`config.mk`:
```
export PLATFORM = sky130hd
export DESIGN_NAME = lcd_progress_bar_cells
export DESIGN_NICKNAME = d
export VERILOG_FILES = /design/src/hw/rtl/lpbc_pkg.sv /design/src/hw/rtl/lpbc_dpath.sv /design/src/hw/rtl/lpbc_ctrl.sv /design/src/hw/rtl/lcd_progress_bar_cells.sv
export VERILOG_INCLUDE_DIRS = /design/src /design/src/hw/rtl
export SDC_FILE = /design/constraint.sdc
export NUM_CORES = 1
export LEC_CHECK = 0
export ABC_CLOCK_PERIOD_IN_PS = 12600
export BUFFER_PORTS_ARGS = -buffer_cell sky130_fd_sc_hd__buf_2
export CORE_UTILIZATION = 47
export DETAILED_ROUTE_END_ITERATION = 6
export GPL_TIMING_DRIVEN = 0
export PLACE_DENSITY = 0.75
export SKIP_LAST_GASP = 1
export SYNTH_ARGS = -nofsm -noshare
export SYNTH_HDL_FRONTEND = slang
export SYNTH_SLANG_ARGS = --single-unit
```
`constraint.sdc`:
```
create_clock -name clk_i -period 12.6 [get_ports clk_i]
set_input_delay 2.52 -clock clk_i [delete_from_list [all_inputs] [get_ports clk_i]]
set_output_delay 2.52 -clock clk_i [all_outputs]
set_load 0.01 [all_outputs]
```
`src/hw/rtl/lcd_progress_bar_cells_macros.svh`:
```
// Assertion macros used by the progress bar controller RTL.
// Each one is clocked on clk_i and is switched off while rst_ni is low.
`ifndef LCD_PROGRESS_BAR_CELLS_MACROS_SVH
`define LCD_PROGRESS_BAR_CELLS_MACROS_SVH

// The property must hold at every clock edge outside reset.
`define LPBC_ASSERT(label, prop, msg) \
  label: assert property (@(posedge clk_i) disable iff (!rst_ni) prop) else $error(msg);

// The expression must never be true at a clock edge outside reset.
`define LPBC_NEVER(label, expr, msg) \
  `LPBC_ASSERT(label, !(expr), msg)

`endif

```
`src/hw/rtl/lpbc_pkg.sv`:
```
`default_nettype none

package lpbc_pkg;

  // Fixed field widths.
  localparam int ProgW = 8;
  localparam int MaxW  = 8;
  localparam int LenW  = 6;
  localparam int CodeW = 3;
  localparam int IdxW  = 6;
  localparam int CfgW  = 8;
  localparam int CfgIdxW = 1;

  // Configuration register indexes.
  localparam logic [CfgIdxW-1:0] CfgMaxProgress = 1'b0;
  localparam logic [CfgIdxW-1:0] CfgBarLength   = 1'b1;

  // Reset values of the configuration registers.
  localparam logic [MaxW-1:0] MaxProgressRst = 8'd255;
  localparam logic [LenW-1:0] BarLengthRst   = 6'd16;

  // Commands from the controller to the datapath.
  typedef struct packed {
    logic load;       // capture the product and start a new run
    logic div_step;   // one restoring division step
    logic next_cell;  // move to the next cell of the bar
  } cmd_t;

  // Status from the datapath to the controller.
  typedef struct packed {
    logic last;   // current cell is the final one
    logic empty;  // bar has no cells at all
  } sts_t;

endpackage

`default_nettype wire

```
`src/hw/rtl/lpbc_dpath.sv`:
```
`default_nettype none

module lpbc_dpath #(
  parameter int PIXELS_PER_CELL = 5,
  parameter int MAX_BAR_CELLS   = 40,
  parameter int DIV_STEPS       = 17
) (
  input  wire                                 clk_i,
  input  wire                                 rst_ni,
  input  wire                                 cfg_we_i,
  input  wire  [lpbc_pkg::CfgIdxW-1:0]        cfg_index_i,
  input  wire  [lpbc_pkg::CfgW-1:0]           cfg_data_i,
  input  wire  [lpbc_pkg::ProgW-1:0]          progress_i,
  input  wire  lpbc_pkg::cmd_t                cmd_i,
  output lpbc_pkg::sts_t                      sts_o,
  output logic [lpbc_pkg::CodeW-1:0]          cell_code_o,
  output logic [lpbc_pkg::IdxW-1:0]           cell_index_o
);
  import lpbc_pkg::*;

  localparam int PpcW      = $clog2(PIXELS_PER_CELL + 1);
  localparam int LenPpcW   = LenW + PpcW;
  localparam int LoW       = $clog2(MAX_BAR_CELLS * PIXELS_PER_CELL + 1);
  localparam int CellsRstI = (16 > MAX_BAR_CELLS) ? MAX_BAR_CELLS : 16;

  // Configuration: the raw maximum, the saturated cell count and the raw
  // length times pixels per cell.
  logic [MaxW-1:0]    max_q, max_d;
  logic [LenW-1:0]    cells_q, cells_d;
  logic [LenPpcW-1:0] lenppc_q, lenppc_d;

  // Division: quotient shifts in where the dividend shifts out.
  logic [DIV_STEPS-1:0] quo_q, quo_d;
  logic [MaxW-1:0]      rem_q, rem_d;

  // Cell walk: first pixel of the current cell and its index.
  logic [LoW-1:0]  lo_q, lo_d;
  logic [IdxW-1:0] idx_q, idx_d;

  logic [LenW-1:0]      len_w;
  logic [MaxW-1:0]      divisor;
  logic [MaxW:0]        rem_sh;
  logic                 rem_ge;
  logic [LoW-1:0]       hi;
  logic [DIV_STEPS-1:0] lo_ext, hi_ext, part;

  always_comb begin
    max_d    = max_q;
    cells_d  = cells_q;
    lenppc_d = lenppc_q;
    len_w    = cfg_data_i[LenW-1:0];
    if (cfg_we_i) begin
      unique case (cfg_index_i)
        CfgMaxProgress: max_d = cfg_data_i[MaxW-1:0];
        CfgBarLength: begin
          lenppc_d = LenPpcW'(len_w) * LenPpcW'(PIXELS_PER_CELL);
          if ({1'b0, len_w} > (LenW + 1)'(MAX_BAR_CELLS)) begin
            cells_d = LenW'(MAX_BAR_CELLS);
          end else begin
            cells_d = len_w;
          end
        end
        default: ;
      endcase
    end
  end

  always_ff @(posedge clk_i or negedge rst_ni) begin
    if (!rst_ni) begin
      max_q    <= MaxProgressRst;
      cells_q  <= LenW'(CellsRstI);
      lenppc_q <= LenPpcW'(BarLengthRst) * LenPpcW'(PIXELS_PER_CELL);
    end else begin
      max_q    <= max_d;
      cells_q  <= cells_d;
      lenppc_q <= lenppc_d;
    end
  end

  // A zero maximum divides as one.
  assign divisor = (max_q == '0) ? MaxW'(1) : max_q;
  assign rem_sh  = {rem_q, quo_q[DIV_STEPS-1]};
  assign rem_ge  = rem_sh >= {1'b0, divisor};

  always_comb begin
    quo_d = quo_q;
    rem_d = rem_q;
    lo_d  = lo_q;
    idx_d = idx_q;
    if (cmd_i.load) begin
      quo_d = DIV_STEPS'(progress_i) * DIV_STEPS'(lenppc_q);
      rem_d = '0;
      lo_d  = '0;
      idx_d = '0;
    end else if (cmd_i.div_step) begin
      rem_d = rem_ge ? MaxW'(rem_sh - {1'b0, divisor}) : rem_sh[MaxW-1:0];
      quo_d = {quo_q[DIV_STEPS-2:0], rem_ge};
    end else if (cmd_i.next_cell) begin
      lo_d  = lo_q + LoW'(PIXELS_PER_CELL);
      idx_d = idx_q + IdxW'(1);
    end
  end

  always_ff @(posedge clk_i) begin
    quo_q <= quo_d;
    rem_q <= rem_d;
    lo_q  <= lo_d;
    idx_q <= idx_d;
  end

  // After the division the quotient is the filled pixel count.
  assign hi     = lo_q + LoW'(PIXELS_PER_CELL);
  assign lo_ext = DIV_STEPS'(lo_q);
  assign hi_ext = DIV_STEPS'(hi);
  assign part   = quo_q - lo_ext;

  always_comb begin
    if (hi_ext <= quo_q) begin
      cell_code_o = CodeW'(PIXELS_PER_CELL);
    end else if (lo_ext > quo_q) begin
      cell_code_o = '0;
    end else begin
      cell_code_o = part[CodeW-1:0];
    end
  end

  assign cell_index_o = idx_q;
  assign sts_o.last   = ({1'b0, idx_q} + (IdxW + 1)'(1)) == {1'b0, cells_q};
  assign sts_o.empty  = cells_q == '0;

endmodule

`default_nettype wire

```
`src/hw/rtl/lpbc_ctrl.sv`:
```
`default_nettype none
`include "lcd_progress_bar_cells_macros.svh"

module lpbc_ctrl #(
  parameter int DIV_STEPS = 17
) (
  input  wire              clk_i,
  input  wire              rst_ni,
  input  wire              in_valid_i,
  output logic             in_ready_o,
  output logic             out_valid_o,
  input  wire              out_ready_i,
  input  wire  lpbc_pkg::sts_t sts_i,
  output lpbc_pkg::cmd_t   cmd_o
);
  import lpbc_pkg::*;

  localparam int StepW = $clog2(DIV_STEPS);

  typedef enum logic [2:0] {
    StIdle = 3'b001,
    StDiv  = 3'b010,
    StEmit = 3'b100
  } state_e;

  state_e           state_q, state_d;
  logic [StepW-1:0] step_q, step_d;
  logic             in_xfer, out_xfer, step_last;

  assign in_xfer   = in_valid_i && in_ready_o;
  assign out_xfer  = out_valid_o && out_ready_i;
  assign step_last = step_q == StepW'(DIV_STEPS - 1);

  assign in_ready_o  = state_q == StIdle;
  assign out_valid_o = state_q == StEmit;

  always_comb begin
    state_d        = state_q;
    step_d         = step_q;
    cmd_o          = '0;
    unique case (state_q)
      StIdle: begin
        if (in_xfer) begin
          cmd_o.load = 1'b1;
          step_d     = '0;
          state_d    = StDiv;
        end
      end
      StDiv: begin
        cmd_o.div_step = 1'b1;
        step_d         = step_q + StepW'(1);
        if (step_last) begin
          state_d = sts_i.empty ? StIdle : StEmit;
        end
      end
      StEmit: begin
        if (out_xfer) begin
          if (sts_i.last) begin
            state_d = StIdle;
          end else begin
            cmd_o.next_cell = 1'b1;
          end
        end
      end
      default: state_d = StIdle;
    endcase
  end

  always_ff @(posedge clk_i or negedge rst_ni) begin
    if (!rst_ni) begin
      state_q <= StIdle;
      step_q  <= '0;
    end else begin
      state_q <= state_d;
      step_q  <= step_d;
    end
  end

  `LPBC_NEVER(a_no_overlap, in_ready_o && out_valid_o, "input taken while emitting cells")
  `LPBC_ASSERT(a_busy_after_in, in_xfer |=> !in_ready_o, "ready right after an input transfer")
  `LPBC_ASSERT(a_idle_after_last, (out_xfer && sts_i.last) |=> in_ready_o, "no idle after last cell")
  `LPBC_ASSERT(a_step_bound, (state_q == StDiv) |-> (step_q <= StepW'(DIV_STEPS - 1)), "division overran")

endmodule

`default_nettype wire

```
`src/hw/rtl/lcd_progress_bar_cells.sv`:
```
// Character-LCD progress bar coder. Each progress value taken on the input
// channel becomes a run of glyph codes, one transfer per character cell of
// the bar, starting at cell 0 and flagged on the final cell. The filled pixel
// count is progress * bar_length * PIXELS_PER_CELL / max_progress, computed
// exactly and truncated; a maximum of zero divides as one, a length above
// MAX_BAR_CELLS is cut to MAX_BAR_CELLS cells, and a length of zero gives no
// cells. Codes are 0 for an empty cell, the pixel count for a partial cell
// and PIXELS_PER_CELL (masked to three bits) for a full one. After the input
// transfer loads the product, a restoring divider takes one quotient bit per
// cycle, then the cells go out one per cycle while the output side keeps
// ready high. Only one progress value is in flight at a time. The
// configuration registers are written through cfg_we_i, cfg_index_i and
// cfg_data_i; the user must write them only while the block is idle, since
// the block itself does not enforce it.
`default_nettype none

module lcd_progress_bar_cells #(
  parameter int PIXELS_PER_CELL = 5,
  parameter int MAX_BAR_CELLS   = 40
) (
  input  wire                              clk_i,
  input  wire                              rst_ni,
  // Configuration write port: 0 is max_progress, 1 is bar_length.
  input  wire                              cfg_we_i,
  input  wire  [lpbc_pkg::CfgIdxW-1:0]     cfg_index_i,
  input  wire  [lpbc_pkg::CfgW-1:0]        cfg_data_i,
  // Progress input channel.
  input  wire                              in_valid_i,
  output logic                             in_ready_o,
  input  wire  [lpbc_pkg::ProgW-1:0]       progress_i,
  // Cell output channel.
  output logic                             out_valid_o,
  input  wire                              out_ready_i,
  output logic [lpbc_pkg::CodeW-1:0]       cell_code_o,
  output logic [lpbc_pkg::IdxW-1:0]        cell_index_o,
  output logic                             last_cell_o
);
  import lpbc_pkg::*;

  // The dividend holds progress times length times pixels per cell, and the
  // divider walks one bit of it per cycle.
  localparam int DivSteps = ProgW + LenW + $clog2(PIXELS_PER_CELL + 1);

  cmd_t cmd;
  sts_t sts;

  // The controller sequences load, division and the cell walk.
  lpbc_ctrl #(
    .DIV_STEPS (DivSteps)
  ) u_ctrl (
    .clk_i       (clk_i),
    .rst_ni      (rst_ni),
    .in_valid_i  (in_valid_i),
    .in_ready_o  (in_ready_o),
    .out_valid_o (out_valid_o),
    .out_ready_i (out_ready_i),
    .sts_i       (sts),
    .cmd_o       (cmd)
  );

  // The datapath holds the configuration, the divider and the cell counters.
  lpbc_dpath #(
    .PIXELS_PER_CELL (PIXELS_PER_CELL),
    .MAX_BAR_CELLS   (MAX_BAR_CELLS),
    .DIV_STEPS       (DivSteps)
  ) u_dpath (
    .clk_i        (clk_i),
    .rst_ni       (rst_ni),
    .cfg_we_i     (cfg_we_i),
    .cfg_index_i  (cfg_index_i),
    .cfg_data_i   (cfg_data_i),
    .progress_i   (progress_i),
    .cmd_i        (cmd),
    .sts_o        (sts),
    .cell_code_o  (cell_code_o),
    .cell_index_o (cell_index_o)
  );

  // The last flag comes straight from the cell counter compare.
  assign last_cell_o = sts.last;

endmodule

`default_nettype wire
```
After elaboration in Yosys (flattened, before gate mapping)

Index checks and enable logic that the tools add are counted.

Bits in registers: 70
Bits in latches: 0
Bits in writable memories: 0
ROM bits: 0
Bits of input ports: 22
Output and inout bits: 12
Logic and storage cells: 64
Memories: 0

$add $sub $neg: 6
Multiply operators: 2
Divide/modulo/power cells: 0
Magnitude comparators: 4
Eq/ne operators: 9
Shifts and indexed selects: 0
Muxes and demuxes: 21
Bitwise gates (word level): 2
Reductions and logical operators: 11

Operators with widths:

| cell                  | count |
|---|---|
| $mux W17              | 2 |
| $mux W3               | 7 |
| $gt A8 B17 Y1         | 1 |
| $le A8 B17 Y1         | 1 |
| $mul A8 B9 Y17        | 1 |
| $mux W8               | 2 |
| $pmux W5 S2           | 1 |
| $ge A9 B8 Y1          | 1 |
| $mul A6 B3 Y9 const B | 1 |
| $pmux W3 S3           | 1 |
| $add A8 B3 Y8 const B | 1 |
| $logic_not A8 Y1      | 1 |
| $reduce_and A2 Y1     | 4 |
| $sub A8 B8 Y8         | 1 |
| $add A6 B1 Y7 const B | 1 |
| $eq A7 B6 Y1          | 1 |
| $add A6 B1 Y6 const B | 1 |
| $gt A6 B6 Y1 const B  | 1 |
| $logic_not A6 Y1      | 1 |
| $mux W1               | 6 |
| $mux W6               | 1 |
| $ne A2 B2 Y1 const B  | 3 |
| $add A5 B1 Y5 const B | 1 |
| $eq A5 B5 Y1 const B  | 1 |
| 10 further kinds      | 13 |

Depth between registers and ports, before layout

Gate-level depths: netlist (run 1).

Word-level depth: 6
Mapped depth: 16
Gate-level depth less buffers: 16

Hierarchy

A second synthesis (run 1) with hierarchy kept.

Cells, all modules: 746
Area, all modules: 6,794.0 um2

Modules (own cells, without submodules):

| module     | times used | cells an instance | area each (um2) | sequential area each (um2) |
|---|---|---|---|---|
| lpbc_dpath | 1          | 695               | 6,307.3         | 1,540.2 |
| lpbc_ctrl  | 1          | 51                | 486.7           | 201.4 |

Worst setup path after synthesis (run 1)

OpenSTA, ideal clock, no wires.

Kind: input to register
From: input progress_i[7] (netlist name)
To: register u_dpath.quo_q[11] (data pin)
Library setup time: 0.265 ns
Arrival: 5.988 ns
Setup slack: 6.347 ns
Stages on the path: 15
Buffers on the path: 0
Path through: nand2_1 fa_1 fa_1 inv_1 fa_1 inv_1 fa_1 inv_1 ha_1 o21a_1 o31a_1 o41ai_1 o21ba_2 xnor2_1 o21ai_1

Word-level cells in the longest chain between the ends: 2

Ends and longest elaborated chain:

| item                   | RTL line                     | text |
|---|---|---|
| start: declaration     | lcd_progress_bar_cells.sv:30 | `input wire [lpbc_pkg::ProgW-1:0] progress_i,` |
| $mul A8 B9 Y17         | lpbc_dpath.sv:91             | `quo_d = DIV_STEPS'(progress_i) * DIV_STEPS'(lenppc_q);` |
| $mux W17               | lpbc_dpath.sv:90             | `if (cmd_i.load) begin` |
| net u_dpath.quo_d[11]  | lpbc_dpath.sv:33             | `logic [DIV_STEPS-1:0] quo_q, quo_d;` |
| end signal: assignment | lpbc_dpath.sv:105            | `quo_q <= quo_d;` |
| end: declaration       | lpbc_dpath.sv:33             |  |

The timed path passes the listed nets, and every way through them passes these cells.
A chain may end at the register's enable or synchronous reset.

Worst setup path after layout (run 1)

From: input progress_i[7] (netlist name)
To: register u_dpath.quo_q[15] (data pin)

Same word-level chain as after synthesis.

==> summary.txt, run 1 <==
Run status
  – Status: finished clean

STA
  – Final setup viols: 0
  – Hold Fails Final Rpt: 0
  – Max_slew headroom: between 50% and 60%
  – Achievable Freq: roughly 160 MHz
  – Setup ws final: between 6 and 7 ns
  – Fin Clk Skew: 0.01050 ns
  – Fin crit share: 51.11%
  – Slew @ Worst Pin: 0.7143 ns
  – Setup TNS: 0 ns
  – RSZ-0062 raised after global routing: false
  – Max-slew violations: 0
  – Tmin final: between 6 and 7 ns

Cells and area
  – Post-Layout Inst Area: just over 0.007 sq mm
  – Layout Cells excl Fill: 947
  – Share of layout cells above drive strength 1: between 10% and 20%
  – Antenna fix cells: 0
  – Nets: 908
  – Area growth from synthesis to layout: 10.18%

Pwr
  – Leak: approximately 3.3 nW
  – Clock share of power: roughly 15%
  – Internal: around 880 uW
  – Seq pwr share: between 20% and 30%
  – Total net switching power: between 700 and 800 uW
  – Pwr Density: 226.6 mW/mm^2
  – Total power: 1.633 mW
  – Comb pwr share: 61.5%
  – Net Sw Frac: a little under half
  – Worst IR drop on VDD: roughly 110 uV

GRT
  – Vias in the first global route: around 5100
  – GRT Max-Usage Layer: met2
  – Largest net degree at the start of global routing: 32
  – GRT met3 Usage: under 10%
  – First-pass GRT wire length: approximately 24000 um
  – GRT met1 Usage: 27.41%
  – Global Route Usage Sum: about a fifth
  – Initial antenna violation count: 0
  – Grt total ovfl: 0
  – Met2 capacity usage during global routing: between 30% and 40%

Place
  – DPL Wire Length: 10680 um
  – DP Worst Slack: between 5 and 6 ns
  – GP Congestion: 0.8470
  – Dpl cells: about 930
  – IO Port Bufs: 33
  – Area after DPL: a little under 0.007 sq mm

Floorplanning
  – Die width: roughly 120 um
  – Die H: between 100 and 150 um
  – Initial Utilization: about half
  – Cell row count: between 40 and 50
  – IO Pins: 34
  – Core area: around 0.013 sq mm
  – Die area: ~0.014 sq mm

Route
  – Vias: 5107
  – Antenna-violating nets left: 0
  – # DRC: 0
  – Vias/cell: approximately 5.4
  – Pre-antenna DRT Iters: 4
  – WL/cell: between 10 and 15 um
  – Initial DRC count: between 200 and 300
  – Drt total wl: approximately 14000 um

Critical path
  – Most used cell, CP: fa_1
  – Crit path kind: primary input to flop
  – Startpoint types: primary input
  – Buf/Inv on CP: 4
  – CP top delay family: adder cells
  – Crit path DAT: ~6.5 ns
  – Crit path max fanout: 9
  – Setup crit end kind: flop
  – Critical Path RT: approximately 13 ns
  – Crit-path cells: buf_2, nand2_1, fa_1, fa_1, inv_1, fa_1, inv_1, fa_1, inv_1, ha_1, o21a_1, o31a_1, o41ai_1, o31ai_1, xnor2_1, o21ai_0
  – Max incr delay on CP: approximately 0.54 ns
  – Slowest cell on crit path: fa_1

Logic synthesis
  – Post-synth EDFFs: 17
  – Synth Register Bits: 70
  – YS warnings: 0
  – Async set-reset flop share out of synthesis: 44.29%
  – Seq/Total Area, Yosys: 26.63%
  – Post-synth top area share: around 14%
  – Mean post-synth cell area: 9.060 sq um
  – Area of the mapped netlist: around 0.0065 sq mm
  – Synth area leaders: ha_1 14%, fa_1 14%, edfxtp_1 7.8%
  – Mapped Cells: ~720
  – Top cell type by total area after synthesis: ha_1
  – Post-Syn Nets: approximately 860
  – Yosys cell types: 60
  – Prevailing post-synth register cell: dfxtp_1

CTS
  – Post-CTS setup buffers: 0
  – Post-cts gate resize count: 0
  – H-tree Lvls: 3
  – Worst-path clk slew: ~0.060 ns
  – TritonCTS clock tree: built
  – Num Clock Sinks: 70
  – CTS root buf: clkbuf_16
  – Clock Tree Buf Depth: 2
  – CTS Hold Bufs: 0
  – Total CTS buffers: 9
  – Worst skew pair latency: between 0.3 and 0.4 ns

Min path
  – Worst hold path class: flop to flop

Job
  – Max Cap Viol: 0
path summary, 6_finish.rpt:
check | start | end | slack [ns] | cells after the start
max | progress_i[7] | u_dpath.quo_q[15] | 6.16 | 16
max in group asynchronous | rst_ni | u_dpath.cells_q[5] | 9.90 | 1
min in group asynchronous | rst_ni | u_ctrl.step_q[4] | 2.23 | 1
max reg2reg | u_dpath.lenppc_q[2] | u_dpath.quo_q[14] | 7.92 | 14
min reg2reg | u_dpath.rem_q[7] | u_dpath.rem_q[7] | 0.48 | 2
min | u_dpath.rem_q[7] | u_dpath.rem_q[7] | 0.48 | 2
layout by cell type (no fill, tap or decap), drive strengths merged, types with 4 or more instances in the layout:
cell,count
a31oi,6
nand3,20
dfstp,12
nor3,6
xor2,13
clkbuf,20
o21ai,65
o21a,6
mux2,7
dfrtp,19
ha,75
nand4,5
nand2b,6
xnor2,23
o211ai,9
a211oi,6
o22ai,4
o31ai,10
a21oi,27
nor2,24
o311ai,4
nand2,71
inv,95
dfxtp,22
o21bai,4
buf,38
fa,45
nor2b,6
or2,4
a21o,7
and2,62
edfxtp,17
sequential cells by signal, indices dropped and copies added, names as in the netlist:
signal and count:
u_ctrl.step_q 5, u_dpath.cell_index_o 6, u_dpath.max_q 8, u_dpath.quo_q 17
u_dpath.lo_q 8, u_ctrl.state_q 3, u_dpath.cells_q 6, u_dpath.rem_q 8
u_dpath.lenppc_q 9
metrics by stage:
step / hold slack [ns] / utilization (%)
after CTS: 0.4826 / 53.78
after global placement: 0.4432 / 51.69
after floorplan: 0.4257 / -
final: 0.4751 / 53.78
after detailed placement: 0.4679 / 51.69
after global routing: 0.4928 / 53.78
metal layers:
layer / vias to the layer above / part of all wire [%] / wire length, um
li1: 2552 / - / -
met1: 2453 / 47 / 6356
met2: 86 / 48 / 6562
met3: 16 / 3.7 / 507
met4: 0 / 1.1 / 146
met5: - / 0 / 0
power groups by stage:
| stage | clock network (mW) | registers (mW) | logic [mW] |
|---|---|---|---|
| 6_report | 0.242 | 0.387 | 1.00 |
| 5_1_grt | 0.254 | 0.397 | 1.16 |
| 4_1_cts | 0.244 | 0.386 | 1.01 |
| 3_5_place_dp | 0 | 0.389 | 1.00 |
| 3_3_place_gp | 0 | 0.388 | 0.985 |
| 2_1_floorplan | 0 | 0.366 | 0.797 |
worst reg2reg max path: cells and delay by family (launching register included):
kind	cells	cell delay, ns
fa+ha+maj	5	2.47
buf+inv	2	0.10
flops	1	0.52
compound gates	5	0.87
xor+xnor	1	0.19
simple gates	1	0.26
cells in the mapped netlist (19+ instances only):
cell,count
nor2_1,24
ha_1,75
nand3_1,20
fa_1,45
dfxtp_1,22
and2_1,62
xnor2_1,23
nand2_1,71
a21oi_1,27
inv_1,92
dfrtp_1,19
o21ai_0,53
cell families after synthesis:
logic type | count (synthesis) | synth area share, %
flip-flops | 70 | 26.63
XOR/XNOR | 36 | 4.820
adder cells (fa/ha/maj) | 120 | 28.12
AND/OR/NAND/NOR | 218 | 17.12
buffers and inverters | 108 | 6.465
multiplexers | 10 | 1.664
AO/OA/AOI/OAI | 160 | 15.19
layout make-up:
| class | instances | area [sq um] |
|---|---|---|
| Fill cell | 1237 | 6193 |
| Timing Repair Buffer | 33 | 165.2 |
| Tap cell | 176 | 220.2 |
| Clock inverter | 7 | 55.05 |
| Sequential cell | 70 | 1742 |
| Inverter | 92 | 345.3 |
| Multi-Input combinational cell | 544 | 4377 |
| Buffer | 16 | 77.57 |
| Clock buffer | 9 | 225.2 |
Note: power is estimated with default switching activity, not from simulation.
==> inputs of run 2 (changes only) <==
--- a/config.mk
+++ b/config.mk
@@ -6,7 +6,8 @@
 export SDC_FILE = /design/constraint.sdc
 export NUM_CORES = 1
 export LEC_CHECK = 0
-export ABC_CLOCK_PERIOD_IN_PS = 12600
+export ABC_AREA = 1
+export ABC_CLOCK_PERIOD_IN_PS = 6350
 export BUFFER_PORTS_ARGS = -buffer_cell sky130_fd_sc_hd__buf_2
 export CORE_UTILIZATION = 47
 export DETAILED_ROUTE_END_ITERATION = 6
==> constraint.sdc (replaced) <==
create_clock -name clk_i -period 6.35 [get_ports clk_i]
set_input_delay 1.27 -clock clk_i [delete_from_list [all_inputs] [get_ports clk_i]]
set_output_delay 1.27 -clock clk_i [all_outputs]
set_load 0.01 [all_outputs]
==> run 2 against run 1 <==
  * Core utilization shrank 0.92 points
  * Global-route usage increased by 0.58 points
  * Total power up 89%
  * Wire length increased by 13%
  * Area after synthesis grew 8.2%
  * Register-to-register slack worse by 6.3 ns
  * Count of clock-buffer cells in the layout rose by 1
  * Synthesized cell count grew 35%
  * Cell count is 26% higher
==> summary.txt, run 2 <==
Logic synthesis
  – Area of the mapped netlist: 0.007076 sq mm (+8.2%)
  – Mean post-synth cell area: 7.279 sq um (-20%)
  – YS warnings: 0 (unchanged)
  – Post-synthesis xor/xnor area fraction: 2.476% (-2.3 points)
  – Most common cell in the netlist: nand2_1
  – Most common library cells after synthesis: 253 x nand2_1, 209 x inv_1, 75 x ha_1, 73 x nand3_1, 50 x nor2_1
  – Synth area leaders: nand2_1 13%, ha_1 13%, fa_1 13%
  – Post-synthesis adder-cell area fraction: 25.99% (-2.1 points)
  – Synth Register Bits: 70 (unchanged)
  – Mapped Cells: 972 (+35%)
  – Mux cell area share after synthesis: 0% (-1.7 points)
  – Post-Syn Nets: 1114 (+29%)
  – Prevailing post-synth register cell: dfxtp_1
  – Async set-reset flop share out of synthesis: 44.29% (unchanged)
  – Seq/Total Area, Yosys: 24.62% (-2.0 points)
  – Post-synth EDFFs: 17 (unchanged)
  – Top cell type by total area after synthesis: nand2_1
  – Yosys cell types: 48 (-20%)
  – Main combinational cell family by area after synthesis: adder cells
  – Synth Area in Compound Gates: 8.576% (-6.6 points)
  – Simple-gate portion of the synthesized area: 24.74% (+7.6 points)
  – Post-synth top area share: 13.42% (-0.92 points)

Place
  – DPL Wire Length: 12450 um (+17%)
  – IO Port Bufs: 25 (-24%)
  – GP Congestion: 0.9198 (+8.6%)

Cells and area
  – Nets: 1150 (+27%)
  – Most frequent cells in the layout: 253 x nand2_1, 209 x inv_1, 75 x ha_1, 73 x nand3_1, 50 x nor2_1
  – Seq. cell area: 0.001742 sq mm (unchanged)
  – Final core utilization: 52.86% (-0.92 points)
  – Antenna fix cells: 0 (unchanged)
  – Area growth from synthesis to layout: 9.001%
  – Regs by FF count: u_dpath.quo_q (17), u_dpath.lenppc_q (9)
  – Multi-input gate area: 0.004372 sq mm (-0.11%)
  – Most common cell after layout, fill and taps aside: nand2_1
  – Max FFs per register: 17 (unchanged)
  – Share of layout cells above drive strength 1: 8.193% (-2.7 points)
  – Biggest register: u_dpath.quo_q
  – Fillers: 1399 (+13%)

Route
  – Pre-antenna DRT Iters: 5 (+1)
  – Antenna-violating nets left: 0 (unchanged)
  – Drt total wl: 15400 um (+13%)
  – Vias/cell: 5.032 (-6.7%)
  – WL/cell: 12.87 um (-10%)
  – Initial DRC count: 369 (+39%)
  – # DRC: 0 (unchanged)
  – Vias: 6023 (+18%)

STA
  – Max-slew violations: 0 (unchanged)
  – Max_slew headroom: 52.29% (-0.090 points)
  – Setup TNS: 0 ns (unchanged)
  – Achievable Freq: about 200 MHz
  – Fin Clk Skew: 0.008803 ns (-0.001696 ns)
  – RSZ-0062 raised after global routing: false
  – Tmin final: 5.147 ns
  – Fin crit share: slightly above 80%
  – Hold slack: 0.4945 ns (+0.01936 ns)
  – Slew @ Worst Pin: 0.7157 ns (+0.001345 ns)
  – Final setup viols: 0 (unchanged)
  – Hold Fails Final Rpt: 0 (unchanged)

Min path
  – Hold endpoint: u_dpath.rem_q[6]
  – Hold Startpoint: u_dpath.rem_q[6]
  – WHS Path Cells: 2 (unchanged)
  – Worst hold path class: flop to flop

CTS
  – Num Clock Sinks: 70 (unchanged)
  – H-tree Lvls: 3 (unchanged)
  – Total CTS buffers: 9 (unchanged)
  – CTS root buf: clkbuf_16
  – Worst skew pair latency: 0.34 ns (about the same)
  – Post-CTS setup buffers: 0 (unchanged)
  – TritonCTS clock tree: built
  – Post-cts gate resize count: 0 (unchanged)
  – Clock Tree Buf Depth: 2 (unchanged)
  – Worst-path clk slew: 0.06 ns (about the same)
  – CTS Hold Bufs: 0 (unchanged)

Pwr
  – Net Sw Frac: 47.72% (+1.8 points)
  – Comb pwr share: 59.4% (-2.1 points)
  – Pwr Density: 400.9 mW/mm^2 (+77%)
  – Clock share of power: 15.3% (+0.5 points)
  – Total net switching power: 1.476 mW (+97%)
  – Seq pwr share: 25.3% (+1.6 points)
  – Leak: 4.454 nW (+34%)
  – Total power: 3.092 mW (+89%)
  – Internal: 1.617 mW (+83%)
  – Worst IR drop on VDD: 145.4 uV (+34%)

GRT
  – First-pass GRT wire length: 27300 um (+14%)
  – Vias in the first global route: 5948 (+17%)
  – Largest net degree at the start of global routing: 32 (unchanged)
  – Global Route Usage Sum: 21.29% (+0.58 points)
  – Initial antenna violation count: 0 (unchanged)
  – Grt total ovfl: 0 (unchanged)

Job
  – Max Cap Viol: 0 (unchanged)

Critical path
  – Critical Path RT: 6.43 ns (-6.24 ns)
  – Crit path DAT: 5.23 ns (-1.28 ns)
  – Startpoint types: primary input
  – Crit path kind: primary input to flop
  – Crit path max fanout: 9 (unchanged)
  – Reg2Reg Depth: 17 (+3)
  – Flop2flop setup slack: 1.62 ns (-6.30 ns)
  – Reg-to-reg endpoint: u_dpath.quo_q[11]
  – Setup crit end kind: flop
  – Worst R2R Start: u_dpath.lenppc_q[4]

Floorplanning
  – Core area: 0.01459 sq mm (+8.9%)
  – Die area: 0.01555 sq mm (+8.0%)
  – Die H: 124.7 um (+3.9%)
  – Initial Utilization: 48.50% (-0.32 points)
  – Cell row count: 44 (+4.8%)
  – Die width: 124.7 um (+3.9%)
  – IO Pins: 34 (unchanged)

Run status
  – Status: finished clean
-- run 2: cell types whose count changed in the layout (fill, tap and decap cells not counted), moves of 12 or more --
cell and delta:
a21oi_1 +12, and2_1 -62, xnor2_1 -16, nand2_1 +182, nand3_1 +53, nor2_1 +26
o21ai_0 -13, inv_1 +117
-- run 2: how the worst max path moves through the flow --
stage                        from           endpoint  slack [ns]  cells after the start
floorplan           progress_i[7]  u_dpath.quo_q[10]        1.25                     15
global placement    progress_i[7]  u_dpath.quo_q[10]        0.87                     15
detailed placement  progress_i[6]  u_dpath.quo_q[16]        0.84                     18
CTS                 progress_i[6]  u_dpath.quo_q[16]        1.20                     18
global route        progress_i[6]  u_dpath.quo_q[12]        0.95                     16
finish              progress_i[7]  u_dpath.quo_q[10]        1.20                     15
-- run 2: area by class of cell --
| type | instances | area share [%] |
|---|---|---|
| multi-input combinational | 658 | 56.68 |
| inverter | 213 | 10.38 |
| clock buffer | 10 | 3.099 |
| timing repair buffer | 25 | 1.622 |
| buffer | 31 | 2.093 |
| clock inverter | 6 | 0.5516 |
| sequential | 70 | 22.58 |
| tap | 184 | 2.985 |
-- run 2: per-stage QoR --
stage | setup WS (ns) | instances | instance area [sq um]
after CTS | 1.203 | 1197 | 7712
after floorplan | 1.255 | 972 | 7076
after detailed placement | 0.8435 | 1181 | 7431
after global placement | 0.8734 | 1181 | 7431
final | 1.203 | 1197 | 7712
after global routing | 0.9470 | 1197 | 7712
-- run 2: layer usage --
| metal | wire length (um) | vias to the layer above | track usage, % |
|---|---|---|---|
| met5 | 0 | - | 0 |
| met4 | 198 | 0 | 5.811 |
| met3 | 446 | 16 | 2.577 |
| met2 | 7371 | 89 | 36.76 |
| met1 | 7383 | 2830 | 27.97 |
| li1 | - | 3088 | - |
-- run 2: worst max-delay path, cell delays in order --
cell and delay [ns]:
clkbuf_1 0.36, nand2_1 0.15, fa_1 0.53, fa_1 0.55
inv_1 0.05, fa_1 0.52, inv_1 0.05, fa_1 0.52
inv_1 0.04, ha_1 0.35, a21oi_1 0.26, o21ai_0 0.14
a21o_1 0.20, o21ai_0 0.13, o21ai_0 0.10
-- run 2: kinds of logic after synthesis --
group	after synthesis
AOI/OAI and AO/OA	108
xor gates and xnor gates	20
adders and majority gates	120
buffers and inverters	244
DFF	70
and+or+nand+nor	410
-- run 2: power by group through the flow --
stage               Sequential [mW]  Combinational, mW  Clock, mW
floorplan                     0.755               1.43          0
detailed placement            0.789               1.83          0
global route                  0.805               2.14      0.495
finish                        0.783               1.84      0.473
global placement              0.785               1.79          0
CTS                           0.783               1.85      0.481
